## src/rtl/rhfp_pkg.sv

```systemverilog
// Package for the RFID hex frame parser: sizes, character codes, status codes
// and the parser state and result types. No dependencies.
package rhfp_pkg;

  localparam int unsigned DATA_BYTES   = 5;
  localparam int unsigned FRAME_DIGITS = 2 * (DATA_BYTES + 1);
  localparam int unsigned COUNT_LIMIT  = FRAME_DIGITS + 1;
  localparam int unsigned CODE_W       = 8 * DATA_BYTES;
  localparam int unsigned CNT_W        = $clog2(COUNT_LIMIT + 1);
  localparam int unsigned TAG_W        = 40;
  localparam int unsigned STATUS_W     = 3;
  localparam int unsigned OUT_W        = ((STATUS_W + TAG_W + 7) / 8) * 8;

  localparam logic [7:0] CH_STX = 8'h02;
  localparam logic [7:0] CH_ETX = 8'h03;
  localparam logic [7:0] CH_LF  = 8'h0A;
  localparam logic [7:0] CH_CR  = 8'h0D;
  localparam logic [7:0] CH_0   = 8'h30;
  localparam logic [7:0] CH_9   = 8'h39;
  localparam logic [7:0] CH_A   = 8'h41;
  localparam logic [7:0] CH_F   = 8'h46;

  localparam logic [STATUS_W-1:0] ST_VALID      = 3'd0;
  localparam logic [STATUS_W-1:0] ST_BAD_START  = 3'd1;
  localparam logic [STATUS_W-1:0] ST_INCOMPLETE = 3'd2;
  localparam logic [STATUS_W-1:0] ST_BAD_CHECK  = 3'd3;
  localparam logic [STATUS_W-1:0] ST_TOO_LONG   = 3'd4;

  typedef struct packed {
    logic             in_frame;
    logic [CNT_W-1:0] digit_count;
    logic [3:0]       high_nibble;
    logic [7:0]       running_xor;
    logic [CODE_W-1:0] code_store;
    logic [7:0]       received_check;
  } rhfp_state_t;

  typedef struct packed {
    logic                valid;
    logic [STATUS_W-1:0] status;
    logic [TAG_W-1:0]    tag_code;
  } rhfp_result_t;

endpackage

```

## src/rtl/rhfp_step.sv

```systemverilog
// Per-byte update of the frame parser: next state and the optional result.
// Depends on rhfp_pkg.
module rhfp_step (
  input  rhfp_pkg::rhfp_state_t  state_i,
  input  logic [7:0]             rx_byte_i,
  output rhfp_pkg::rhfp_state_t  state_o,
  output rhfp_pkg::rhfp_result_t result_o
);
  import rhfp_pkg::*;

  logic       is_digit;
  logic       is_upper;
  logic [3:0] nibble;
  logic [7:0] pair;

  always_comb begin
    is_digit = (rx_byte_i >= CH_0) && (rx_byte_i <= CH_9);
    is_upper = (rx_byte_i >= CH_A) && (rx_byte_i <= CH_F);
    if (is_digit) begin
      nibble = 4'(rx_byte_i - CH_0);
    end else begin
      nibble = 4'(rx_byte_i - CH_A + 8'd10);
    end
    pair = {state_i.high_nibble, nibble};
  end

  always_comb begin
    state_o  = state_i;
    result_o = '0;
    if (!state_i.in_frame) begin
      if (rx_byte_i == CH_STX) begin
        state_o          = '0;
        state_o.in_frame = 1'b1;
      end else begin
        result_o.valid  = 1'b1;
        result_o.status = ST_BAD_START;
      end
    end else if ((rx_byte_i == CH_STX) || (rx_byte_i == CH_ETX)) begin
      state_o.in_frame = 1'b0;
      result_o.valid   = 1'b1;
      priority if (state_i.digit_count < CNT_W'(FRAME_DIGITS)) begin
        result_o.status = ST_INCOMPLETE;
      end else if (state_i.received_check != state_i.running_xor) begin
        result_o.status = ST_BAD_CHECK;
      end else if (state_i.digit_count == CNT_W'(FRAME_DIGITS)) begin
        result_o.status   = ST_VALID;
        result_o.tag_code = TAG_W'(state_i.code_store);
      end else begin
        result_o.status = ST_TOO_LONG;
      end
    end else if ((rx_byte_i != CH_LF) && (rx_byte_i != CH_CR) && (is_digit || is_upper)) begin
      if (state_i.digit_count < CNT_W'(FRAME_DIGITS)) begin
        if (!state_i.digit_count[0]) begin
          state_o.high_nibble = nibble;
        end else if ((state_i.digit_count >> 1) < CNT_W'(DATA_BYTES)) begin
          state_o.code_store  = CODE_W'({state_i.code_store, pair});
          state_o.running_xor = state_i.running_xor ^ pair;
        end else begin
          state_o.received_check = pair;
        end
      end
      if (state_i.digit_count < CNT_W'(COUNT_LIMIT)) begin
        state_o.digit_count = state_i.digit_count + CNT_W'(1);
      end
    end
  end

endmodule

```

## src/rtl/rfid_hex_frame_parser.sv

```systemverilog
// Top level of the RFID hex frame parser: input register, parser state and
// result register around rhfp_step. Depends on rhfp_pkg and rhfp_step.
//
//   Channel  Direction  Payload
//   s_axis   in         tdata[7:0] rx_byte
//   m_axis   out        tdata[2:0] status, tdata[42:3] tag_code
//
// Each byte is held in the input register and is then parsed into the
// result register, where its result, if any, can be taken; one byte per
// cycle while the result is not stalled.
// Reset closes any open frame and empties both registers.
// A stalled result holds the parse stage; the input register absorbs one more
// byte before s_axis_tready_o drops.
module rfid_hex_frame_parser (
  input  logic                      clk_i,
  input  logic                      rst_ni,
  input  logic                      s_axis_tvalid_i,
  output logic                      s_axis_tready_o,
  input  logic [7:0]                s_axis_tdata_i,   // rx_byte
  output logic                      m_axis_tvalid_o,
  input  logic                      m_axis_tready_i,
  output logic [rhfp_pkg::OUT_W-1:0] m_axis_tdata_o   // status, tag_code
);
  import rhfp_pkg::*;

  logic         in_valid_q;
  logic [7:0]   in_byte_q;
  rhfp_state_t  state_q, state_d;
  rhfp_result_t step_res;
  logic         res_valid_q;
  logic [STATUS_W-1:0] res_status_q;
  logic [TAG_W-1:0]    res_tag_q;
  logic         fire;

  assign fire            = in_valid_q && (!res_valid_q || m_axis_tready_i);
  assign s_axis_tready_o = !in_valid_q || fire;

  rhfp_step u_step (
    .state_i   (state_q),
    .rx_byte_i (in_byte_q),
    .state_o   (state_d),
    .result_o  (step_res)
  );

  always_ff @(posedge clk_i or negedge rst_ni) begin
    if (!rst_ni) begin
      in_valid_q  <= 1'b0;
      res_valid_q <= 1'b0;
      state_q     <= '0;
    end else begin
      if (s_axis_tready_o) begin
        in_valid_q <= s_axis_tvalid_i;
      end
      if (fire) begin
        state_q     <= state_d;
        res_valid_q <= step_res.valid;
      end else if (m_axis_tready_i) begin
        res_valid_q <= 1'b0;
      end
    end
  end

  always_ff @(posedge clk_i) begin
    if (s_axis_tready_o && s_axis_tvalid_i) begin
      in_byte_q <= s_axis_tdata_i;
    end
    if (fire && step_res.valid) begin
      res_status_q <= step_res.status;
      res_tag_q    <= step_res.tag_code;
    end
  end

  assign m_axis_tvalid_o = res_valid_q;
  assign m_axis_tdata_o  = OUT_W'({res_tag_q, res_status_q});

endmodule

```

## config.mk

```make
export PLATFORM = sky130hd
export DESIGN_NAME = rfid_hex_frame_parser
export DESIGN_NICKNAME = d
export VERILOG_FILES = /design/src/rtl/rhfp_pkg.sv /design/src/rtl/rhfp_step.sv /design/src/rtl/rfid_hex_frame_parser.sv
export SDC_FILE = /design/constraint.sdc
export NUM_CORES = 1
export LEC_CHECK = 0
export BUFFER_PORTS_ARGS = -buffer_cell sky130_fd_sc_hd__buf_2
export CORE_ASPECT_RATIO = 2
export CORE_UTILIZATION = 60
export CTS_BUF_LIST = sky130_fd_sc_hd__clkbuf_2
export DETAILED_ROUTE_END_ITERATION = 10
export MAX_ROUTING_LAYER = met4
export PLACE_DENSITY_LB_ADDON = 0.15
export SYNTH_ARGS = -nofsm -noshare
export SYNTH_HDL_FRONTEND = slang
export SYNTH_SLANG_ARGS = --single-unit
```

## constraint.sdc

```tcl
create_clock -name clk_i -period 3.55 [get_ports clk_i]
set_input_delay 0.355 -clock clk_i [delete_from_list [all_inputs] [get_ports clk_i]]
set_output_delay 0.355 -clock clk_i [all_outputs]
set_load 0.01 [all_outputs]
```

* After elaboration in Yosys (flattened, before gate mapping)
Index checks and enable logic that the tools add are counted.
Word-level totals: register bits after elaboration 118, input port bits 12, output and inout port bits 50, logic and storage cells 83
Cells by class: $add $sub $neg 4, order comparisons 7, equality and inequality tests 14, mux-type cells 23, bitwise operators 4, reduce and logical (&&, ||, !) cells 20
Operators by type and width (count):
- 2-to-1 mux 65 bit | 2
- 2-to-1 mux 64 bit | 2
- 2-to-1 mux 40 bit | 3
- 2-to-1 mux 60 bit | 1
- 2-to-1 mux 56 bit | 1
- 2-to-1 mux 48 bit | 1
- 2-to-1 mux 44 bit | 1
- 2-to-1 mux 4 bit | 5
- == test 8 x 2 -> 1 bit (second input constant) | 2
- inequality test 8 x 4 -> 1 bit (second input constant) | 2
- AND reduction 7 bit | 2
- 2-to-1 mux 3 bit | 3
- greater-or-equal comparator 8 x 6 -> 1 bit (second input constant) | 1
- greater-or-equal comparator 8 x 7 -> 1 bit (second input constant) | 1
- less-or-equal comparator 8 x 6 -> 1 bit (second input constant) | 1
- less-or-equal comparator 8 x 7 -> 1 bit (second input constant) | 1
- < comparator 4 bit (second input constant) | 2
- 2-to-1 mux 8 bit | 1
- inequality test 2 x 1 -> 1 bit (second input constant) | 4
- inequality test 2 bit (second input constant) | 4
- inequality test 8 bit | 1
- subtractor 4 x 1 -> 4 bit (second input constant) | 2
- bitwise XOR 8 bit | 1
- logical AND 1 bit | 7
- 12 further kinds | 21

* Depth between registers and ports, before layout
depth in word-level cells 10, gate-level depth with buffers 8, gate-level depth less buffers 7

* By module
A second synthesis with hierarchy kept.
Second synthesis, totals: cell total of the unflattened synthesis 511, area total of the unflattened synthesis 6188.4 µm²
By module, submodules not included:
- rfid_hex_frame_parser | times used 1, cells each 205, area an instance 4354.2 µm², sequential area each 3208.1 µm²
- rhfp_step | times used 1, cells each 306, area an instance 1834.3 µm², sequential area each 0.0 µm²

* Least setup slack after synthesis
OpenSTA, ideal clock, no wires.
path kind register to register, start point reg in_byte_q[3], end point reg res_status_q[0] (enable), setup time 0.397 ns, arrival time 2.374 ns, required time 3.153 ns, path slack 0.779 ns, cell stages (with the launch flop) 5, path buffers 0, period minus slack after synthesis 2.771 ns, cells stage by stage edfxtp_1 or4_1 nor3_1 o211ai_1 inv_1
Between the ends: longest elaborated chain between the ends 5, elaborated cells between the ends (all ways) 7, those cells by class eq/ne: 2; mux: 3; reduce/logical: 2
Ends and longest elaborated chain:
- start: declaration | line rfid_hex_frame_parser.sv:27 | logic [7:0] in_byte_q;
- start signal: assignment | line rfid_hex_frame_parser.sv:65 | in_byte_q <= s_axis_tdata_i;
- == test 8 x 2 -> 1 bit, on equally long branches | line rhfp_step.sv:31, rhfp_step.sv:38
- logical OR 1 bit | line rhfp_step.sv:38 | end else if ((rx_byte_i == CH_STX) || (rx_byte_i == CH_ETX)) begin
- 2-to-1 mux 44 bit | line rhfp_step.sv:38
- 2-to-1 mux 4 bit * | line rhfp_step.sv:30 | if (!state_i.in_frame) begin
- logical AND 1 bit * | line rfid_hex_frame_parser.sv:67 | if (fire && step_res.valid) begin
- end signal: assignment | line rfid_hex_frame_parser.sv:68 | res_status_q <= step_res.status;
- end: declaration | line rfid_hex_frame_parser.sv:31 | logic [STATUS_W-1:0] res_status_q;
Every way passes the cells marked *; elsewhere a longest branch is shown, timed or not. A chain may end at the register's enable or synchronous reset.

* Worst setup path in the final report
start point reg in_byte_q[3], end point reg res_tag_q[5] (enable)
Between the ends: longest elaborated chain between the ends 5, elaborated cells between the ends (all ways) 7, those cells by class eq/ne: 2; mux: 3; reduce/logical: 2
Ends and longest elaborated chain:
- == test 8 x 2 -> 1 bit, on equally long branches | line rhfp_step.sv:31, rhfp_step.sv:38
- logical OR 1 bit | line rhfp_step.sv:38
- 2-to-1 mux 44 bit | line rhfp_step.sv:38
- 2-to-1 mux 4 bit * | line rhfp_step.sv:30
- logical AND 1 bit * | line rfid_hex_frame_parser.sv:67
- end signal: assignment | line rfid_hex_frame_parser.sv:69 | res_tag_q <= step_res.tag_code;
- end: declaration | line rfid_hex_frame_parser.sv:32 | logic [TAG_W-1:0] res_tag_q;
Marked as above.

==> results.md <==
* Leading cell type in the layout, fill and taps excluded: o21ai_0
* Die H at 133.3 um
* Area delta synth->final at 13.36%
* Crit Path Category: reg2reg
* Share of layout cells above drive strength 1 at 20.69%
* Worst path slowest cell: or4_1
* 1st-iter DRT viols at 312
* Placed insts at 576
* Synth top area cells: dfrtp_1 32%, edfxtp_1 30%, o21ai_0 7.6%, and2_1 5.8%, nand2_1 3.2%
* Sequential area share after synthesis at 62.05%
* Launching element type of the critical path: register
* Net Switching at 835.2 uW
* Power density cells at 490.4 nW/um^2
* Post-synth ARST share at 56.78%
* Crit-path cells: or4_1 -> nor3_1 -> o211ai_1 -> inv_1 -> buf_4
* Status: complete, no violations
* CTS tree: yes
* IO Pins at 62
* CTS max path bufs at 2
* Combinational power share at 14.4%
* Crit-path max FO at 43
* Net Sw Frac at 29.06%
* Register area at 3208 um^2
* Top_reg_cell synth: dfrtp_1
* Final wirelength at 10410 um
* Internal power at 2.039 mW
* Worst Path Required at 3.86 ns
* P_leak at 2.470 nW
* Setup TNS at 0 ns
* Synth Warn # at 0
* Final Max Tran Viols at 0
* Number of remaining DRC errors at 0
* Initial core utilization at 62.35%
* Final Hold Vio Count at 0
* CP arrival at 3.09 ns
* Number of max-cap violations at 0
* Width of the die at 67.64 um
* Antenna-violating nets left at 0
* Area leader, netlist: dfrtp_1
* Worst-margin pin slew at 0.7408 ns
* First-pass GRT wire length at 17640 um
* Max-slew headroom at 50.61%
* VDD IR max at 439.0 uV
* Worst skew pair latency at 0.67 ns
* CP bufs+invs at 2
* Fin crit share at 78.33%
* Drt pass-1 iters at 4
* Avg Vias per Cell at 5.771
* Post-cts resize count at 0
* Mean Syn Cell Area at 11.75 um^2
* Final worst path period need at 2.781 ns
* Hold_ws at 0.2675 ns
* Reg clk slew, reported paths at 0.18 ns
* Via count at 3584
* Total track usage at 27.71%
* CTS root buffer: clkbuf_2
* Placer Congestion at 0.8390
* Max Fclk at 359.6 MHz
* Die area at 9014 um^2
* Clk pwr share at 31.3%
* Cell family with most CP delay: simple AND/OR/NAND/NOR gates
* Layout Cells excl Fill at 621
* WL per Instance at 16.76 um
* Clk sinks at 118
* Critical path endpoint category: register
* Multi-input gate area at 1784 um^2
* Synthesized instance count at 440
* Post-CTS setup buffer count at 0
* H-tree Lvls at 4
* Tightest Hold Check Type: in2async
* EDFF count, synth at 51
* Pin count of the biggest net entering global routing at 63
* DP Wirelength at 6894 um
* Antenna violations before repair at 1
* Vias in the first global route at 3643
* Cts bufs inserted at 17
* Netlist cell types at 50
* Largest stage delay on the critical path at 0.56 ns
* Number of port buffers at 56
* RSZ-0062 raised after global routing: false
* Post-layout nets at 527
* Core ar. at 8292 um^2
* FF+latch count, synth at 118
* Mapped cell area at 5170 um^2
* Global route total overflow at 0
* Sequential share of power at 54.3%
* Final setup viols at 0
* Fillers at 616
* Leading cell types in the layout, fill and taps excluded: 79 x o21ai_0, 67 x dfrtp_1, 56 x buf_2
* Final Skew at 0.03195 ns
* Rows at 47
* Synth top area share at 32.43%
metrics by stage:
step / setup WS [ns] / total power, mW / utilization, % / cell area, um^2
floorplan: 0.7786 / 1.854 / - / 5185
global placement: 0.8562 / 1.979 / 66.20 / 5489
detailed placement: 0.8415 / 1.993 / 66.20 / 5489
CTS: 0.7823 / 2.889 / 70.65 / 5858
global route: 0.5983 / 3.008 / 70.68 / 5861
finish: 0.7692 / 2.874 / 70.68 / 5861
state kept, by name, indices dropped and copies added (netlist names):
name,count
in_byte_q,8
in_valid_q,1
m_axis_tvalid_o,1
res_status_q,3
res_tag_q,40
state_q,65
power by group through the flow:
stage / registers (mW) / logic, mW / clock network [mW]
4_1_cts: 1.56 / 0.416 / 0.913
3_3_place_gp: 1.58 / 0.396 / 0
3_5_place_dp: 1.59 / 0.405 / 0
5_1_grt: 1.57 / 0.464 / 0.971
6_report: 1.56 / 0.414 / 0.900
2_1_floorplan: 1.60 / 0.250 / 0
cell families (layout without fill, tap and decap cells):
family                   Yosys count  after routing  synth area share [%]
buffers and inverters             39            117                 3.727
multiplexers                      15             15                 3.195
AO/OA/AOI/OAI                    114            114                 13.21
XOR/XNOR                           9              9                 1.525
other                              1              6               0.07253
AND/OR/NAND/NOR                  138            138                 14.76
flip-flops                       118            118                 62.05
adder cells (fa/ha/maj)            6              6                 1.452
cells in the mapped netlist (4+ instances only):
library cell	number
edfxtp_1	51
nand3_1	4
o211ai_1	6
mux2_2	7
dfrtp_1	67
and2_1	48
nor3_1	4
nand2b_1	6
ha_1	6
buf_4	10
inv_1	9
xnor2_1	9
nand2_1	44
clkbuf_1	18
a22o_1	4
mux2_1	5
nand3b_1	10
o21ai_0	79
nor2_1	5
area by class of cell:
class,count,area share (%)
Antenna cell,1,0.04270
Multi-Input combinational cell,287,30.44
Tap cell,98,2.092
Inverter,9,0.5764
Sequential cell,118,54.74
Clock buffer,18,1.537
Clock inverter,14,2.711
Timing Repair Buffer,76,7.857
routing by layer:
layer | vias up | track usage, % | part of all wire, %
li1 | 1690 | - | -
met1 | 1762 | 30.08 | 36
met2 | 108 | 45.54 | 56
met3 | 24 | 6.849 | 4.1
met4 | 0 | 13.48 | 3.2
met5 | - | - | 0
path summary, 6_finish.rpt:
path                                    startpoint  slack, ns                    endpoint  cells after the start
max                         in_byte_q[3]$_DFFE_PP_       0.77  res_tag_q[5]$_SDFFCE_PP0P_                      5
min                                         rst_ni       0.27     state_q[10]$_DFFE_PN0P_                      2
max reg2reg                 in_byte_q[3]$_DFFE_PP_       0.77  res_tag_q[5]$_SDFFCE_PP0P_                      5
min reg2reg                state_q[54]$_DFFE_PN0P_       0.54     state_q[54]$_DFFE_PN0P_                      1
max in group asynchronous                   rst_ni       2.48     state_q[60]$_DFFE_PN0P_                      3
min in group clk_i               s_axis_tdata_i[6]       0.39      in_byte_q[6]$_DFFE_PP_                      2
what timing repair did:
action / CTS / global route
endpoints found under the setup margin: 0 / 0
hold buffers: 12 / 0
hold endpoints to repair: 42 / 0
No activity file was read; power rests on OpenSTA's default activity.
